===== config.mk =====
export PLATFORM = sky130hd
export DESIGN_NAME = pdd_mul
export DESIGN_NICKNAME = d
export VERILOG_FILES = /design/src/hdl/pdd_pkg.sv /design/src/hdl/pdd_mul.sv
export SDC_FILE = /design/constraint.sdc
export NUM_CORES = 2
export LEC_CHECK = 0
export BUFFER_PORTS_ARGS = -buffer_cell sky130_fd_sc_hd__clkbuf_2
export CAP_MARGIN = 20
export CORE_UTILIZATION = 30
export CTS_BUF_LIST = sky130_fd_sc_hd__clkbuf_8
export DETAILED_ROUTE_END_ITERATION = 12
export PLACE_DENSITY_LB_ADDON = 0.1
export SLEW_MARGIN = 20
export SYNTH_ARGS = -nofsm -noshare
export SYNTH_HDL_FRONTEND = slang
export SYNTH_SLANG_ARGS = --single-unit

===== constraint.sdc =====
create_clock -name clk -period 16.7 [get_ports clk]
set_input_delay 1.67 -clock clk [delete_from_list [all_inputs] [get_ports clk]]
set_output_delay 1.67 -clock clk [all_outputs]
set_load 0.01 [all_outputs]

===== src/hdl/pdd_pkg.sv =====
// ----------------------------------------------------------------------------
// pdd_pkg
// Shared types and constants for the particle density deposit block.
// ----------------------------------------------------------------------------
package pdd_pkg;

  localparam int NUM_BINS  = 128;
  localparam int BIN_AW    = $clog2(NUM_BINS);
  localparam int BIN_W     = 48;
  localparam int CELL_LAST = NUM_BINS - 2;

  localparam logic [BIN_W-1:0] BIN_MAX = {BIN_W{1'b1}};
  localparam logic [17:0]      ONE_Q16 = 18'd65536;
  localparam logic [17:0]      TWO_Q16 = 18'd131072;

  localparam logic [1:0] CFG_GRID_ORIGIN   = 2'd0;
  localparam logic [1:0] CFG_INV_CELL_SIZE = 2'd1;
  localparam logic [1:0] CFG_DEPOSIT_SCALE = 2'd2;

  localparam logic CMD_DEPOSIT = 1'b0;
  localparam logic CMD_READ    = 1'b1;

  localparam logic KIND_READ = 1'b0;
  localparam logic KIND_DROP = 1'b1;

  typedef enum logic [2:0] {
    ST_IDLE,
    ST_RD,
    ST_RDOUT,
    ST_MUL,
    ST_CHECK,
    ST_TAP_MUL,
    ST_TAP_WR
  } pdd_state_t;

endpackage


===== src/hdl/pdd_mul.sv =====
// ----------------------------------------------------------------------------
// pdd_mul
// Shared 32x32 unsigned multiplier with a registered product.
// ----------------------------------------------------------------------------
module pdd_mul import pdd_pkg::*; (
  input  logic        clk,
  input  logic [31:0] op_a,
  input  logic [31:0] op_b,
  output logic [63:0] prod
);

  logic [63:0] prod_r;

  always_ff @(posedge clk) begin
    prod_r <= op_a * op_b;
  end

  assign prod = prod_r;

endmodule


==> qor.yml <==
detailed_routing:
  wl_met1_um: 44920
  drt_iter0_drc: 982
  met3_length_um: 2483
  top_layer_used: "met5"
  route.met2.wl_um: 61980
  vias_per_cell: 4.610
  antenna_left: 0
  wl_um: 111700
  drcViolationCount: 32
  route.vias.total: 24072
  routed_wire_length_per_instance_um: 21.40
  dr.pass1.iters: 8
floorplan:
  dieHeight_um: 342.0
  die_x_um: 342.0
  dieArea_um2: 117000
  start_util: 0.3028
  coreArea_um2: 114500
  row_count: 124
  io_pins: 129
synth:
  ys_seq_elements: 64
  ys_seq_area_frac: 0.03695
  ys.flop_type: "dfxtp_1"
  synth.top_cells.by_area: "fa_1, and2_1, ha_1"
  synth_most_common_cell: "fa_1"
  synthArstFlopShare: 0
  yosys_warnings: 0
  synth_edf_count: 0
  synth_cells: 3748
  synth_area_um2: 34680
  synthesis.nets: 4972
  syn_area_per_cell_um2: 9.252
  synth.distinct_cells: 57
  yosys.area.top_type_share: 0.5173
  synth_commonest_cells: "fa_1, inv_1, and2_1"
  yosys.area.top_type: "fa_1"
cts:
  cts_setup_buffers: 0
  cts.sinks: 64
  cts-buffers-inserted: 9
  cts_resized: 0
  htreeDepth: 3
  cts_tree: "built"
  clockBufferDepth: 2
  cts-hold-fix-buffers: 0
  path_clk_slew_ns: 0.09
  cts_root_buffer: "clkbuf_8"
flow_run:
  maxCapViolCount: 0
setup_path:
  crit_slowest_cell: "a31oi_1"
  arrival_ns: 10.04
  critPathBufInv: 7
  cpMostUsedCell: "fa_1"
  crit_end: "prod[62]"
  worstSetupPathDepth: 25
  critPathRequiredTime_ns: 17.02
  critical_path_class: "in2reg"
  critPathTopFamily: "adder cells"
  critPathLaunch: "op_a[26]"
  end_kind: "flip-flop"
  critPathMaxStageDelay_ns: 0.74
  start_kind: "primary input"
  cp_max_fo: 32
placed_design:
  pre_cts_ws_ns: 6.639
  place_congestion: 0.8045
  dp_hpwl_um: 87630
  numPortBuffers: 128
outcome:
  status: "finished with violations"
  violations: "DRC"
final_layout:
  final_util: 0.3219
  drive_gt1_frac: 0.05286
  largest_register_ffs: 64
  nNetsFinal: 4927
  area_delta_synth_final_pct: 6.282
sta:
  relSlewSlack: 0.2775
  setup_violations: 0
  fin_crit_sh: 0.5818
  final-max-slew-violation-count: 0
  rsz0062_at_grt: "false"
  worst_slew_pin_slew_ns: 1.084
  max_freq_mhz: 102.9
  hold_viol: 0
  fin_crit_ns: 9.716
  tns_ns: 0
  final.setup.worst_slack_ns: 6.984
  hold_slack_ns: 1.895
min_path:
  hp-class: "in2reg"
global_route:
  grt_overflow: 0
  grt_max_degree: 33
  antenna_found_initial: 9
  grt_pass1_vias: 27497
  grt_use_total: 0.1983
  grt_pass1_wl_um: 173000
==> per-stage QoR <==
step                cell area, um2  std cells
floorplan                    34680       3748
global placement             36650       5204
detailed placement           36650       5204
CTS                          36850       5220
global route                 36850       5220
finish                       36850       5222
==> cell type report <==
cell class,instances,area [um2]
Multi-Input combinational cell,2599,29310
Tap cell,1512,1892
Timing Repair Buffer,164,910.9
Sequential cell,64,1281
Clock inverter,6,66.31
Clock buffer,10,137.6
Fill cell,12269,77650
Antenna cell,2,5.005
Inverter,865,3247
==> layout by cell type (no fill, tap or decap), types with 7 or more instances in the layout <==
cell,count
o21a_1,9
o21bai_1,10
ha_1,263
nand4_1,23
and2_1,602
nand2_1,480
buf_4,36
nor2_1,20
xnor2_1,35
a21o_1,40
a31oi_1,12
nand3_1,10
a21oi_1,63
clkbuf_8,10
and3_1,14
xor2_1,25
nor3_1,7
fa_1,896
inv_1,866
clkbuf_2,128
dfxtp_1,64
o21ai_0,21
==> tightest hold or removal path: cells and delay by family <==
kind / cells / cell delay, ns
AND/OR/NAND/NOR: 1 / 0.22
buffers and inverters: 2 / 0.35
==> per-layer routing <==
layer,vias up,track usage
li1,10742,-
met1,12901,0.2388
met2,342,0.3836
met3,85,0.01332
met4,2,0.03813
met5,-,0
==> worst min-delay path by stage <==
| stage | to | from | cells after the start | slack (ns) |
|---|---|---|---|---|
| 6_report | prod[0] | op_b[0] | 3 | 1.90 |
| 5_1_grt | prod[0] | op_a[0] | 3 | 1.88 |
| 4_1_cts | prod[0] | op_b[0] | 3 | 1.85 |
| 3_5_place_dp | prod[48] | prod[48] | 1 | 2.06 |
| 3_3_place_gp | prod[37] | prod[37] | 1 | 2.06 |
| 2_1_floorplan | prod[0] | op_b[0] | 1 | 1.80 |
==> kinds of logic (layout without fill, tap and decap cells) <==
| family | after synthesis | in the layout | synth area share |
|---|---|---|---|
| AND/OR/NAND/NOR | 1177 | 1177 | 0.1762 |
| flip-flops | 64 | 64 | 0.03695 |
| XOR/XNOR | 60 | 60 | 0.01515 |
| buffers and inverters | 1085 | 1045 | 0.1177 |
| AO/OA/AOI/OAI | 202 | 202 | 0.04153 |
| multiplexers | 1 | 1 | 0.0002887 |
| other | 0 | 2 | 0 |
| adder cells (fa/ha/maj) | 1159 | 1159 | 0.6122 |
Power is left out: the tool's default activity adds up to more than one toggle a clock period on the data nets, which glitch-free logic cannot reach.
